==> config.mk <==
export PLATFORM = sky130hd
export DESIGN_NAME = downcounter_elapsed_time_keeper_core_flat
export DESIGN_NICKNAME = d
export VERILOG_FILES = /design/src/rtl/detk_pkg.sv /design/src/rtl/detk_if.sv /design/src/rtl/detk_div.sv /design/src/rtl/downcounter_elapsed_time_keeper_core.sv /design/src/flat_wrapper.sv
export SDC_FILE = /design/constraint.sdc
export NUM_CORES = 1
export LEC_CHECK = 0
export BUFFER_PORTS_ARGS = -buffer_cell sky130_fd_sc_hd__buf_2
export CORE_MARGIN = 10
export CORE_UTILIZATION = 30
export CTS_CLUSTER_DIAMETER = 120
export DETAILED_ROUTE_END_ITERATION = 16
export PLACE_DENSITY = 0.44
export SYNTH_ARGS = -nofsm -noshare
export SYNTH_HDL_FRONTEND = slang
export SYNTH_HIERARCHICAL = 1
export SYNTH_SLANG_ARGS = --single-unit
==> constraint.sdc <==
create_clock -name clk -period 16.1 [get_ports clk]
set_clock_uncertainty 0.05 [all_clocks]
set_input_delay 2.415 -clock clk [delete_from_list [all_inputs] [get_ports clk]]
set_output_delay 2.415 -clock clk [all_outputs]
set_load 0.02 [all_outputs]
==> src/rtl/detk_pkg.sv <==
// ----------------------------------------------------------------------------
// detk_pkg
// Types and constants shared by the down-counter elapsed time keeper.
// ----------------------------------------------------------------------------
package detk_pkg;

	// Field widths
	localparam int COUNTER_W = 24;
	localparam int TIME_W    = 32;
	localparam int TPU_W     = 24;
	localparam int PERIOD_W  = 25;
	localparam int TICKS_W   = 25;
	localparam int SUM_W     = 26;

	// Register reset values and indexes
	localparam logic [TPU_W-1:0]    TPU_RESET    = TPU_W'(168000);
	localparam logic [PERIOD_W-1:0] PERIOD_RESET = PERIOD_W'(8400000);

	typedef enum logic {
		REG_TICKS_PER_UNIT = 1'b0,
		REG_RELOAD_PERIOD  = 1'b1
	} detk_reg_t;

	// Divider: one quotient bit per cycle over the whole sum
	localparam int DIV_STEPS = SUM_W;
	localparam int DIV_CNT_W = $clog2(DIV_STEPS + 1);

	typedef struct packed {
		logic [COUNTER_W-1:0] counter_value;
		logic [TIME_W-1:0]    start_time;
		logic [TIME_W-1:0]    delay_time;
	} detk_in_t;

	typedef struct packed {
		logic [TIME_W-1:0] time_count;
		logic              interval_passed;
	} detk_out_t;

	typedef enum logic [2:0] {
		ST_IDLE,
		ST_ELAP,
		ST_SUM,
		ST_DIV,
		ST_ADD,
		ST_DIFF,
		ST_FIN
	} detk_state_t;

endpackage

==> src/rtl/detk_if.sv <==
// ----------------------------------------------------------------------------
// detk_in_if / detk_out_if
// Valid/ready channels carrying counter samples and time results.
// ----------------------------------------------------------------------------
interface detk_in_if;
	import detk_pkg::*;

	logic     valid;
	logic     ready;
	detk_in_t data;

	modport source (output valid, output data, input ready);
	modport sink   (input valid, input data, output ready);
endinterface

interface detk_out_if;
	import detk_pkg::*;

	logic      valid;
	logic      ready;
	detk_out_t data;

	modport source (output valid, output data, input ready);
	modport sink   (input valid, input data, output ready);
endinterface

==> src/rtl/detk_div.sv <==
// ----------------------------------------------------------------------------
// detk_div
// Restoring divider, one quotient bit per cycle, remainder kept narrow.
// ----------------------------------------------------------------------------
module detk_div (
	input  logic                          clk,
	input  logic                          arst_n,
	input  logic                          start,
	input  logic [detk_pkg::SUM_W-1:0]    dividend,
	input  logic [detk_pkg::TPU_W-1:0]    divisor,
	output logic                          done,
	output logic [detk_pkg::SUM_W-1:0]    quotient,
	output logic [detk_pkg::TPU_W-1:0]    remainder
);
	import detk_pkg::*;

	logic [DIV_CNT_W-1:0] cnt_q;
	logic                 done_q;
	logic [TPU_W-1:0]     part_q;
	logic [SUM_W-1:0]     dq_q;
	logic [TPU_W:0]       trial;
	logic [TPU_W:0]       diff;
	logic                 ge;

	// Shift next dividend bit into the partial remainder and trial subtract
	assign trial = {part_q, dq_q[SUM_W-1]};
	assign diff  = trial - {1'b0, divisor};
	assign ge    = (trial >= {1'b0, divisor});

	// Step counter and completion pulse
	always_ff @(posedge clk or negedge arst_n) begin
		if (!arst_n) begin
			cnt_q  <= '0;
			done_q <= 1'b0;
		end else if (start) begin
			cnt_q  <= DIV_CNT_W'(DIV_STEPS);
			done_q <= 1'b0;
		end else if (cnt_q != '0) begin
			cnt_q  <= cnt_q - DIV_CNT_W'(1);
			done_q <= (cnt_q == DIV_CNT_W'(1));
		end else begin
			done_q <= 1'b0;
		end
	end

	// Partial remainder and dividend/quotient shift register
	always_ff @(posedge clk) begin
		if (start) begin
			part_q <= '0;
			dq_q   <= dividend;
		end else if (cnt_q != '0) begin
			part_q <= ge ? diff[TPU_W-1:0] : trial[TPU_W-1:0];
			dq_q   <= {dq_q[SUM_W-2:0], ge};
		end
	end

	assign done      = done_q;
	assign quotient  = dq_q;
	assign remainder = part_q;

	// Remainder stays below a nonzero divisor once done
	a_rem_below: assert property (@(posedge clk) disable iff (!arst_n)
		(done_q && divisor != '0) |-> (part_q < divisor))
		else $error("divider remainder not below divisor");

	// Done follows the last step only
	a_done_last: assert property (@(posedge clk) disable iff (!arst_n)
		done_q |-> (cnt_q == '0) && $past(cnt_q == DIV_CNT_W'(1)))
		else $error("divider done without last step");

	// Counter never exceeds step count
	a_cnt_range: assert property (@(posedge clk) disable iff (!arst_n)
		cnt_q <= DIV_CNT_W'(DIV_STEPS))
		else $error("divider step count out of range");

endmodule

==> src/rtl/downcounter_elapsed_time_keeper_core.sv <==
// ----------------------------------------------------------------------------
// downcounter_elapsed_time_keeper_core
// Turns down-counter samples into a wrapping unit count and an interval test.
// ----------------------------------------------------------------------------
//  channel  | dir | handshake        | payload
//  ---------+-----+------------------+------------------------------------------
//  sample   | in  | valid/ready      | counter_value, start_time, delay_time
//  result   | out | valid/ready      | time_count, interval_passed
//  cfg      | in  | cfg_we           | cfg_index, cfg_wdata (no read-back)
//
//  One sample is in work at a time. Acceptance to result includes the
//  bit-serial divide of the 26-bit tick sum by ticks_per_unit; the priming
//  sample and a zero ticks_per_unit skip it.
//  arst_n clears the state; no clearing pass is needed.
//  A held result does not block acceptance; the block stalls only in its finish
//  state while the previous result is still not taken.
// ----------------------------------------------------------------------------
module downcounter_elapsed_time_keeper_core (
	input  logic                           clk,
	input  logic                           arst_n,
	detk_in_if.sink                        sample,
	detk_out_if.source                     result,
	input  logic                           cfg_we,
	input  logic                           cfg_index,
	input  logic [detk_pkg::PERIOD_W-1:0]  cfg_wdata
);
	import detk_pkg::*;

	detk_state_t state_q, state_d;

	logic [TPU_W-1:0]     tpu_q;
	logic [PERIOD_W-1:0]  period_q;
	logic                 first_q;
	logic [COUNTER_W-1:0] prev_q;
	logic [TICKS_W-1:0]   rem_q;
	logic [TIME_W-1:0]    unit_q;
	logic                 res_valid_q;
	detk_out_t            res_data_q;

	logic [COUNTER_W-1:0] cur_q;
	logic [TIME_W-1:0]    start_q;
	logic [TIME_W-1:0]    delay_q;
	logic [TICKS_W-1:0]   elapsed_q;
	logic [TIME_W-1:0]    diff_q;

	logic                 accept;
	logic                 out_free;
	logic                 div_start;
	logic                 div_done;
	logic [SUM_W-1:0]     div_quot;
	logic [TPU_W-1:0]     div_rem;
	logic [TICKS_W-1:0]   elapsed_d;
	logic [SUM_W-1:0]     sum_d;
	logic                 in_ready;

	assign accept   = sample.valid && in_ready;
	assign out_free = !res_valid_q || result.ready;

	// Next state
	always_comb begin
		state_d = state_q;
		unique case (state_q)
			ST_IDLE: if (accept) state_d = first_q ? ST_DIFF : ST_ELAP;
			ST_ELAP: state_d = ST_SUM;
			ST_SUM:  state_d = (tpu_q == '0) ? ST_DIFF : ST_DIV;
			ST_DIV:  if (div_done) state_d = ST_ADD;
			ST_ADD:  state_d = ST_DIFF;
			ST_DIFF: state_d = ST_FIN;
			ST_FIN:  if (out_free) state_d = ST_IDLE;
			default: state_d = ST_IDLE;
		endcase
	end

	// State outputs
	always_comb begin
		in_ready  = 1'b0;
		div_start = 1'b0;
		unique case (state_q)
			ST_IDLE: in_ready  = 1'b1;
			ST_SUM:  div_start = (tpu_q != '0);
			default: ;
		endcase
	end

	always_ff @(posedge clk or negedge arst_n) begin
		if (!arst_n) state_q <= ST_IDLE;
		else         state_q <= state_d;
	end

	// Configuration registers
	always_ff @(posedge clk or negedge arst_n) begin
		if (!arst_n) begin
			tpu_q    <= TPU_RESET;
			period_q <= PERIOD_RESET;
		end else if (cfg_we) begin
			unique case (detk_reg_t'(cfg_index))
				REG_TICKS_PER_UNIT: tpu_q    <= cfg_wdata[TPU_W-1:0];
				REG_RELOAD_PERIOD:  period_q <= cfg_wdata;
				default: ;
			endcase
		end
	end

	// Elapsed ticks, counting a reload wrap when the counter went up
	assign elapsed_d = (cur_q > prev_q)
		? (period_q - {1'b0, cur_q} + {1'b0, prev_q})
		: ({1'b0, prev_q} - {1'b0, cur_q});

	// Tick sum: stored remainder plus elapsed ticks
	assign sum_d = {1'b0, rem_q} + {1'b0, elapsed_q};

	// Architectural state: last sample, remainder, unit count
	always_ff @(posedge clk or negedge arst_n) begin
		if (!arst_n) begin
			first_q <= 1'b1;
			prev_q  <= '0;
			rem_q   <= '0;
			unit_q  <= '0;
		end else begin
			if (accept && first_q) begin
				first_q <= 1'b0;
				prev_q  <= sample.data.counter_value;
			end
			if (state_q == ST_ELAP) prev_q <= cur_q;
			if (state_q == ST_SUM && tpu_q == '0) rem_q <= sum_d[TICKS_W-1:0];
			if (state_q == ST_ADD) begin
				unit_q <= unit_q + TIME_W'(div_quot);
				rem_q  <= TICKS_W'(div_rem);
			end
		end
	end

	// Working registers for the transaction in progress
	always_ff @(posedge clk) begin
		if (accept) begin
			cur_q   <= sample.data.counter_value;
			start_q <= sample.data.start_time;
			delay_q <= sample.data.delay_time;
		end
		if (state_q == ST_ELAP) elapsed_q <= elapsed_d;
		if (state_q == ST_DIFF) diff_q    <= unit_q - start_q;
	end

	detk_div u_div (
		.clk       (clk),
		.arst_n    (arst_n),
		.start     (div_start),
		.dividend  (sum_d),
		.divisor   (tpu_q),
		.done      (div_done),
		.quotient  (div_quot),
		.remainder (div_rem)
	);

	// Output register: load on finish, drop when taken
	always_ff @(posedge clk or negedge arst_n) begin
		if (!arst_n) begin
			res_valid_q <= 1'b0;
		end else if (state_q == ST_FIN && out_free) begin
			res_valid_q <= 1'b1;
		end else if (result.ready) begin
			res_valid_q <= 1'b0;
		end
	end

	always_ff @(posedge clk) begin
		if (state_q == ST_FIN && out_free) begin
			res_data_q.time_count      <= unit_q;
			res_data_q.interval_passed <= (diff_q >= delay_q);
		end
	end

	assign sample.ready = in_ready;
	assign result.valid = res_valid_q;
	assign result.data  = res_data_q;

	// Divider finishes only while the sequencer waits for it
	a_div_done_state: assert property (@(posedge clk) disable iff (!arst_n)
		div_done |-> (state_q == ST_DIV))
		else $error("divider done outside divide state");

	// A new result appears only out of the finish state
	a_res_from_fin: assert property (@(posedge clk) disable iff (!arst_n)
		$rose(res_valid_q) |-> $past(state_q == ST_FIN))
		else $error("result raised outside finish state");

	// Priming happens once after reset
	a_first_sticky: assert property (@(posedge clk) disable iff (!arst_n)
		!first_q |=> !first_q)
		else $error("first-sample flag set again");

	// Stored remainder is below the divisor after an update
	a_rem_update: assert property (@(posedge clk) disable iff (!arst_n)
		(state_q == ST_ADD) |=> (rem_q < {1'b0, tpu_q}))
		else $error("tick remainder not reduced");

endmodule
==> src/flat_wrapper.sv <==
// flat-port wrapper written by rule: the top's interface ports become plain ports
module downcounter_elapsed_time_keeper_core_flat import detk_pkg::*;
  (clk, arst_n, cfg_we, cfg_index, cfg_wdata, sample_valid, sample_data, sample_ready, result_valid, result_data, result_ready);
  detk_in_if sample_i ();
  detk_out_if result_i ();
  input  logic clk;
  input  logic arst_n;
  input  logic cfg_we;
  input  logic cfg_index;
  input  logic [detk_pkg::PERIOD_W-1:0] cfg_wdata;
  input wire logic [$bits(sample_i.valid)-1:0] sample_valid;
  input wire logic [$bits(sample_i.data)-1:0] sample_data;
  output wire logic [$bits(sample_i.ready)-1:0] sample_ready;
  output wire logic [$bits(result_i.valid)-1:0] result_valid;
  output wire logic [$bits(result_i.data)-1:0] result_data;
  input wire logic [$bits(result_i.ready)-1:0] result_ready;
  assign sample_i.valid = sample_valid;
  assign sample_i.data = sample_data;
  assign sample_ready = sample_i.ready;
  assign result_valid = result_i.valid;
  assign result_data = result_i.data;
  assign result_i.ready = result_ready;
  downcounter_elapsed_time_keeper_core u_core (.clk(clk), .arst_n(arst_n), .sample(sample_i), .result(result_i), .cfg_we(cfg_we), .cfg_index(cfg_index), .cfg_wdata(cfg_wdata));
endmodule
==> results of run 1 <==
synthesized netlist by cell type, drive strengths merged (6+ instances only):
master / instances / area (um2)
o21a: 28 / 210
mux2i: 56 / 561
or3: 16 / 100
inv: 262 / 983
a21boi: 10 / 82.6
o31a: 8 / 70.1
o22ai: 7 / 50.1
nor3: 28 / 140
and3: 17 / 111
a311o: 6 / 60.1
buf: 14 / 86.3
nor2: 132 / 498
a211o: 8 / 73.8
nor2b: 27 / 169
nand3: 36 / 185
xnor2: 66 / 578
xor2: 48 / 420
nor4: 11 / 90.1
a311oi: 16 / 165
a21oi: 152 / 772
clkbuf: 48 / 180
nand4: 15 / 109
and2: 7 / 46.3
a21o: 63 / 473
nand2b: 21 / 131
or2: 6 / 37.5
dfrtp: 131 / 3280
nand3b: 7 / 52.6
o21ai: 139 / 699
a211oi: 19 / 148
a31oi: 22 / 138
o31ai: 9 / 82.6
a2111oi: 8 / 114
nand2: 166 / 623
ha: 190 / 2380
mux2: 81 / 916
a22oi: 7 / 52.6
dfxtp: 24 / 480
edfxtp: 204 / 6130
dfstp: 10 / 263
o21bai: 18 / 135
a22o: 6 / 52.6
fa: 29 / 581
o211ai: 14 / 105
critical path, cell delays in order (launching register included):
cell	delay (ns)
dfrtp_1	0.58
nor3_1	0.25
buf_2	0.21
metal layers:
metal / global-route usage / routed length, um / vias to the layer above
met1: 0.172 / 28300 / 7946
li1: - / - / 8480
met3: 0.0220 / 2220 / 83
met5: 0 / 0 / -
met2: 0.220 / 28000 / 277
met4: 0.0420 / 1680 / 0
cell type report:
cell class	instances	area (um2)
Timing Repair Buffer	168	885
Inverter	262	983
Fill cell	7906	50500
Multi-Input combinational cell	1570	12000
Clock buffer	60	1310
Tap cell	1040	1300
Clock inverter	28	251
Sequential cell	369	10100
final timing paths:
kind,start,end,slack (ns)
min in group asynchronous,arst_n,u_core/prev_q[21]$_DFFE_PN0P_,1.80
min reg2reg,u_core/unit_q[0]$_DFFE_PN0P_,u_core/result.data[1]$_DFFE_PP_,0.43
min,u_core/unit_q[0]$_DFFE_PN0P_,u_core/result.data[1]$_DFFE_PP_,0.43
max reg2reg,u_core/tpu_q[1]$_DFFE_PN0P_,u_core/u_div/quotient[8]$_DFFE_PP_,12.24
max,u_core/state_q[0]$_DFFE_PN0P_,sample_ready,12.01
max in group asynchronous,arst_n,u_core/unit_q[0]$_DFFE_PN0P_,12.74
where the power goes:
part           internal [mW]  total (mW)  switching [mW]
clock network          0.625        1.05           0.428
logic                  0.913        2.08            1.16
registers               1.24        1.41           0.170
total                   2.78        4.54            1.76
registers in the layout, summed over array words and instances (netlist names), 5 cells and up:
register,cells
u_core/result.data,33
u_core/u_div/remainder,24
u_core/prev_q,24
u_core/period_q,25
u_core/delay_q,32
u_core/start_q,32
u_core/unit_q,32
u_core/rem_q,25
u_core/diff_q,32
u_core/cur_q,24
u_core/u_div/cnt_q,5
u_core/elapsed_q,25
u_core/tpu_q,24
u_core/u_div/quotient,26
layout by cell type (no fill, tap or decap), types with 25 or more instances in the layout:
cell type | netlist | layout
xnor2_1 | 66 | 66
nor3_1 | 28 | 26
buf_2 | 6 | 152
mux2_2 | 80 | 80
xor2_1 | 48 | 48
o21ai_0 | 124 | 124
nand3_1 | 35 | 35
nor2_1 | 131 | 130
edfxtp_1 | 204 | 204
nor2b_1 | 27 | 25
o21a_1 | 28 | 28
a21oi_1 | 149 | 148
inv_1 | 262 | 262
ha_1 | 190 | 190
mux2i_1 | 56 | 56
dfrtp_1 | 131 | 131
fa_1 | 29 | 29
a21o_1 | 63 | 63
nand2_1 | 166 | 166
clkbuf_16 | 0 | 49
cells by family (layout without fill, tap and decap cells):
family,Yosys count,in the layout
compound gates,591,591
simple gates,509,509
flops,369,369
buf+inv,324,518
fa+ha+maj,219,219
mux,137,137
xor+xnor,114,114
per-stage QoR:
step / setup WS (ns) / util / cell area (um2) / hold slack [ns] / cells
3_5_place_dp: 11.95 / 0.327 / 25300 / 0.422 / 3409
6_report: 12.01 / 0.348 / 26900 / 0.431 / 3497
4_1_cts: 11.92 / 0.348 / 26900 / 0.436 / 3497
5_1_grt: 11.85 / 0.348 / 26900 / 0.459 / 3497
2_1_floorplan: 2.85 / - / 23300 / 0.400 / 2263
3_3_place_gp: 11.96 / 0.327 / 25300 / 0.415 / 3409
==> key figures, run 1 <==
Clock network
  • Clock slew seen by the registers of the worst setup and hold paths: 0.06 ns
  • Clock tree from TritonCTS: built
  • Clock Sinks: 369
  • Total of cells resized after clock tree synthesis: 0
  • Later-pin clock latency in the skew report: 0.59 ns
  • Buffer cell driving the clock tree root: clkbuf_16
  • Number of H-tree branching levels: 2
  • TritonCTS Buffers: 47
  • Clock Tree Buf Depth: 3
  • Setup repair bufs after CTS: 0
  • Hold buffer count at cts: 0

Global route
  • Total routing resource utilization after global routing: 0.132
  • Number of antenna violations at the first check in global routing: 0
  • Wire length of the first global-routing pass: 95700 um
  • Maximum number of pins on one net before global-route repair: 72
  • Number of global-route vias before repair: 17300
  • Gr ovfl total: 0

Timing
  • Max-slew violation total from the final report: 0
  • Number of failing hold endpoints at the final stage: 0
  • Final setup violation count: 0
  • Relative slew slack: 0.246
  • Time the worst path needs with I/O delays and setup: 4.09 ns
  • Final period utilization: 0.254
  • Maximum clock frequency: 245 MHz
  • TNS Setup: 0 ns
  • Transition time of the tightest slew-check pin: 1.13 ns
  • RSZ-0062 raised after global routing: no

Power
  • Power consumption: 4.54 mW
  • Static leakage: 12.0 nW
  • Highest ir drop seen on vdd: 0.0897 mV
  • Areal power density over the cells: 169 nW/um2

Final layout
  • Area added between synthesis and finish: 15.2%
  • Fraction of layout instances using a drive strength above 1: 0.162
  • Number of inserted diodes: 0
  • Total number of nets in the final design: 2756

Logic synthesis
  • Post-synthesis cell area: 23300 um2
  • Count of warnings emitted by yosys: 6
  • Post-Syn Instances: 2263
  • Ys async rst share: 0.382
  • Share of the yosys chip area belonging to registers: 0.435
  • Post-synth top flop: edfxtp_1
  • Net count after synthesis: 2601
  • Count of distinct cell types in the synthesized netlist: 105
  • Share of synthesized area spent on multiplexers: 0.0633
  • Average cell area after synthesis: 10.3 um2
  • Number of synthesized register bits: 369
  • Main combinational cell family by area after synthesis: compound AO/OA/AOI/OAI gates
  • Simple-Gate Fraction of Synth Area: 0.106
  • Number of flops mapped to enable cells by yosys: 204
  • Xor/xnor share of the synthesized area: 0.0428
  • Synth Area in Adders: 0.127
  • Compound-Gate Fraction of Synth Area: 0.173

Run status
  • Result of the run: finished, final reports clean

Critical path
  • Critical Path Start Type: flip-flop
  • Critical path class: reg -> out
  • Worst r2r path cells: 7
  • Critical Path RT: 13.64 ns
  • Critical path capture point type: primary output
  • Critical path arrival: 1.62 ns
  • Maximum fanout count along the critical path: 17

Route
  • Iteration-0 DRC count of the detailed router: 789
  • Routed wire length: 60200 um
  • Number of nets with antenna violations after detailed routing: 0
  • Detailed-routing iteration count for the pre-antenna-repair pass: 6
  • Via Count: 16800
  • Routed WL per cell: 17.2 um
  • Vias per cell: 4.80
  • DRC violation count after routing: 0

Floorplanning
  • Floorplan core area: 77300 um2
  • Die Span Y: 299 um
  • Number of cell rows: 102
  • Die width: 299 um
  • Die ar.: 89400 um2
  • Starting density of the core: 0.302
  • Number of placed I/O pins: 154

Min path
  • Cell count of the worst hold path: 0
  • Worst Hold Class: reg -> reg

Placement
  • Final HPWL DP: 46500 um
  • Final weighted congestion in routability-driven placement: 0.862
  • Port bufs: 153

Run
  • Number of max-cap violations: 0
Note: power is estimated with default switching activity, not from simulation.
==> inputs of run 2 (changes only) <==
--- a/config.mk
+++ b/config.mk
@@ -5,12 +5,13 @@
 export SDC_FILE = /design/constraint.sdc
 export NUM_CORES = 1
 export LEC_CHECK = 0
+export ABC_AREA = 1
 export BUFFER_PORTS_ARGS = -buffer_cell sky130_fd_sc_hd__buf_2
 export CORE_MARGIN = 10
 export CORE_UTILIZATION = 30
 export CTS_CLUSTER_DIAMETER = 120
 export DETAILED_ROUTE_END_ITERATION = 16
-export PLACE_DENSITY = 0.44
+export PLACE_DENSITY = 0.46
 export SYNTH_ARGS = -nofsm -noshare
 export SYNTH_HDL_FRONTEND = slang
 export SYNTH_HIERARCHICAL = 1
==> constraint.sdc (replaced) <==
create_clock -name clk -period 3.7 [get_ports clk]
set_clock_uncertainty 0.05 [all_clocks]
set_input_delay 0.555 -clock clk [delete_from_list [all_inputs] [get_ports clk]]
set_output_delay 0.555 -clock clk [all_outputs]
set_load 0.02 [all_outputs]
==> run 2 against run 1 <==
Synthesized cell count grew 68%. Critical endpoint is now u_core/u_div/quotient[0]$_DFFE_PP_. Highest routed layer unchanged. Largest power group unchanged. Global-route usage grew 3.7 points. Sequential share of layout area shrank 4.8 points. Utilization shrank 0.43 points. Die area grew 15%. Clock-buffer cell count grew 10. Wire length grew 46%.
==> key figures, run 2 <==
Run status
  • Result of the run: finished, final reports clean

Critical path
  • Worst setup path startpoint: u_core/tpu_q[6]$_DFFE_PN1P_
  • Startpoint of the worst-slack reg-to-reg timing path: u_core/tpu_q[6]$_DFFE_PN1P_
  • Critical path class: reg -> reg
  • Critical path cell sequence: inv_1 > ha_1 > nand2_1 > nand2_1 > nand2_1 > nand2_1 > inv_1 > nand3_1 > nand2_2 > nand3_4 > nand2_1 > nand2_1
  • Critical Path RT: 4.01 ns (-9.63 ns)
  • Critical Path Sink: u_core/u_div/quotient[0]$_DFFE_PP_
  • Capturing point of the worst reg2reg path: u_core/u_div/quotient[0]$_DFFE_PP_
  • Critical path capture point type: flip-flop
  • Slowest stage cell, crit path: dfstp_2
  • Critical path arrival: 3.25 ns (+1.63 ns)
  • CP peak stage delay: 0.54 ns (-0.04 ns)
  • Critical Path Start Type: flip-flop
  • Critical path depth: 12 (+10)
  • Family with the most delay on the worst path: simple AND/OR/NAND/NOR gates
  • Buf+Inv Stages, Crit Path: 2 (+1)
  • Worst r2r path cells: 12 (+5)
  • Register-to-register path setup slack: 0.75 ns (-11.49 ns)
  • Most common cell on crit path: nand2_1
  • Maximum fanout count along the critical path: 25 (+8)

Global route
  • Gr ovfl total: 0 (unchanged)
  • Number of global-route vias before repair: 23900 (+38%)
  • Number of antenna violations at the first check in global routing: 0 (unchanged)
  • Wire length of the first global-routing pass: 136000 um (+43%)
  • Maximum number of pins on one net before global-route repair: 89 (+24%)
  • Total routing resource utilization after global routing: 0.169 (+0.0372)

Final layout
  • Largest register FFs: 33 (unchanged)
  • Most frequent standard cell in the layout excluding fill and tap cells: nand2_1
  • Area added between synthesis and finish: 13.9%
  • Layout Cell Area excl Fill: 30800 um2 (+15%)
  • Final non-filler cell total: 5182 (+48%)
  • Fraction of layout instances using a drive strength above 1: 0.0801 (-0.0823)
  • Number of inserted diodes: 0 (unchanged)
  • Total number of nets in the final design: 4305 (+56%)
  • Finished Core Util: 0.343 (-0.00432)
  • Highest-count cells in the layout ignoring fill and taps: 1332 x nand2_1, 740 x inv_1, 238 x nand3_1, 231 x nor2_1, 204 x edfxtp_1

Timing
  • Final period utilization: 0.797
  • Maximum clock frequency: 339 MHz
  • Relative slew slack: 0.366 (+0.120)
  • Post-route worst hold slack: 0.0784 ns (-0.353 ns)
  • RSZ-0062 raised after global routing: no
  • Transition time of the tightest slew-check pin: 0.949 ns (-0.182 ns)
  • TNS Setup: 0 ns (unchanged)
  • Time the worst path needs with I/O delays and setup: 2.95 ns
  • Number of failing hold endpoints at the final stage: 0 (unchanged)
  • Worst Slack Setup Final: 0.751 ns (-11.26 ns)
  • Max-slew violation total from the final report: 0 (unchanged)
  • Final setup violation count: 0 (unchanged)

Route
  • DRC violation count after routing: 0 (unchanged)
  • Vias per cell: 4.53 (-5.6%)
  • Routed WL per cell: 17.0 um (-1.4%)
  • Via Count: 23500 (+40%)
  • Iteration-0 DRC count of the detailed router: 1247 (+58%)
  • Routed wire length: 88000 um (+46%)
  • Number of nets with antenna violations after detailed routing: 0 (unchanged)
  • Detailed-routing iteration count for the pre-antenna-repair pass: 7 (+1)

Logic synthesis
  • Count of warnings emitted by yosys: 6 (unchanged)
  • Number of synthesized register bits: 369 (unchanged)
  • Number of flops mapped to enable cells by yosys: 204 (unchanged)
  • Post-synth top flop: edfxtp_1
  • Average cell area after synthesis: 7.12 um2 (-31%)
  • Xor/xnor share of the synthesized area: 0.0236 (-0.0191)
  • Cell types occupying the most area after synthesis: edfxtp_1 23%, nand2_1 18%, dfrtp_1 12%
  • Cell types with the highest counts after synthesis: 1332 x nand2_1, 740 x inv_1, 238 x nand3_1
  • Share of synthesized area spent on multiplexers: 0.000416 (-0.0628)
  • Count of distinct cell types in the synthesized netlist: 50 (-52%)
  • Post-synthesis cell area: 27000 um2 (+16%)
  • Post-Syn Instances: 3800 (+68%)
  • Synth Area in Adders: 0.109 (-0.0173)
  • Ys async rst share: 0.382 (unchanged)
  • Simple-Gate Fraction of Synth Area: 0.311 (+0.205)
  • Share of the yosys chip area belonging to registers: 0.375 (-0.0595)
  • Net count after synthesis: 4138 (+59%)
  • Compound-Gate Fraction of Synth Area: 0.0641 (-0.109)
  • Count leader, synth: nand2_1
  • Fraction of post-synthesis cell area in the top cell type by area: 0.227 (-0.0359)
  • Main combinational cell family by area after synthesis: simple AND/OR/NAND/NOR gates
  • Area leader, netlist: edfxtp_1

Power
  • Switching power summed over all nets: 14.3 mW (+710%)
  • Highest ir drop seen on vdd: 0.367 mV (+310%)
  • Areal power density over the cells: 938 nW/um2 (+450%)
  • Fraction of power consumed by the clock network: 0.165 (-0.067)
  • Combinational cell fraction of total power: 0.590 (+0.133)
  • Fraction of power consumed by sequential logic: 0.245 (-0.066)
  • Fraction of power spent switching nets: 0.495 (+0.107)
  • Static leakage: 16.2 nW (+35%)
  • Power consumption: 28.9 mW (+540%)
  • Internal Dissipation: 14.6 mW (+420%)

Clock network
  • Setup repair bufs after CTS: 0 (unchanged)
  • Clock slew seen by the registers of the worst setup and hold paths: 0.06 ns (about the same)
  • Clock Sinks: 369 (unchanged)
  • Buffer cell driving the clock tree root: clkbuf_16
  • Number of H-tree branching levels: 2 (unchanged)
  • Later-pin clock latency in the skew report: 0.60 ns (about the same)
  • Clock tree from TritonCTS: built
  • TritonCTS Buffers: 47 (unchanged)
  • Clock Tree Buf Depth: 3 (unchanged)

Placement
  • Worst-case setup slack after placement: 0.786 ns (-11.17 ns)
  • Port bufs: 153 (unchanged)
  • Final HPWL DP: 71700 um (+54%)
  • Cell area reported after detailed placement: 29200 um2 (+15%)
  • Instance count after placement with tap cells included: 5093 (+49%)
  • Final weighted congestion in routability-driven placement: 0.949 (+10%)

Floorplanning
  • Number of cell rows: 110 (+7.8%)
  • Starting density of the core: 0.301 (-0.000452)
  • Die ar.: 103000 um2 (+15%)
  • Die width: 320 um (+7.1%)
  • Die Span Y: 320 um (+7.1%)
  • Floorplan core area: 89700 um2 (+16%)
  • Number of placed I/O pins: 154 (unchanged)

Min path
  • Worst hold start: sample_data[47]
  • Worst Hold Class: in -> reg

Run
  • Number of max-cap violations: 0 (unchanged)
==> run 2: changes by cell type in the layout (fill, tap and decap cells not counted), moves of 28 or more <==
cell	delta
nor2_1	+101
a21oi_1	-28
nand4_1	+60
mux2_2	-79
inv_1	+478
nand2_1	+1166
a21o_1	-59
xnor2_1	-36
nand3_1	+203
mux2i_1	-56
==> run 2: logic make-up after synthesis <==
family,Yosys count
flops,369
mux,1
simple gates,2002
fa+ha+maj,219
xor+xnor,73
buf+inv,816
compound gates,320
==> run 2: power groups by stage <==
stage / combinational, mW / clock, mW / sequential [mW]
finish: 17.0 / 4.76 / 7.08
floorplan: 12.6 / 0 / 6.71
detailed placement: 17.1 / 0 / 7.17
CTS: 17.1 / 4.93 / 7.11
global placement: 17.1 / 0 / 7.16
global route: 19.5 / 5.07 / 7.23
==> run 2: timing repair <==
action / 4_1_cts / 5_1_grt
setup endpoints to repair: 0 / 0
endpoints found under the hold margin: 28 / 0
hold buffers: 1 / 0
gates resized for setup: 0 / 0
==> run 2: worst register-to-register path: cells and delay by family, from the launching register on <==
| family | cells | cell delay, ns |
|---|---|---|
| fa+ha+maj | 1 | 0.36 |
| flops | 1 | 0.54 |
| buf+inv | 2 | 0.14 |
| simple gates | 9 | 1.62 |
==> run 2: how the worst min path moves through the flow <==
stage                                           endpoint  slack, ns  depth (start not counted)
final                       u_core/start_q[15]$_DFFE_PP_       0.08                          1
after global routing        u_core/delay_q[31]$_DFFE_PP_       0.05                          1
after CTS                    u_core/start_q[4]$_DFFE_PP_       0.03                          1
after detailed placement      u_core/first_q$_DFFE_PN1P_       0.40                          2
after global placement        u_core/first_q$_DFFE_PN1P_       0.40                          2
after floorplan           u_core/period_q[0]$_DFFE_PN0P_       0.21                          0
==> run 2: layout make-up <==
class	count	area [um2]
fill	9801	58900
multi-input combinational	2615	13800
sequential	369	10100
inverter	761	2860
tap	1176	1470
clock buffer	70	1420
timing repair buffer	173	937
clock inverter	18	195
==> run 2: routing by layer <==
| layer | wire, um | GRT usage | share of wire |
|---|---|---|---|
| met3 | 2700 | 0.0191 | 0.031 |
| met1 | 37700 | 0.198 | 0.43 |
| met5 | 0 | 0 | 0 |
| met4 | 2940 | 0.0557 | 0.033 |
| met2 | 44600 | 0.317 | 0.51 |
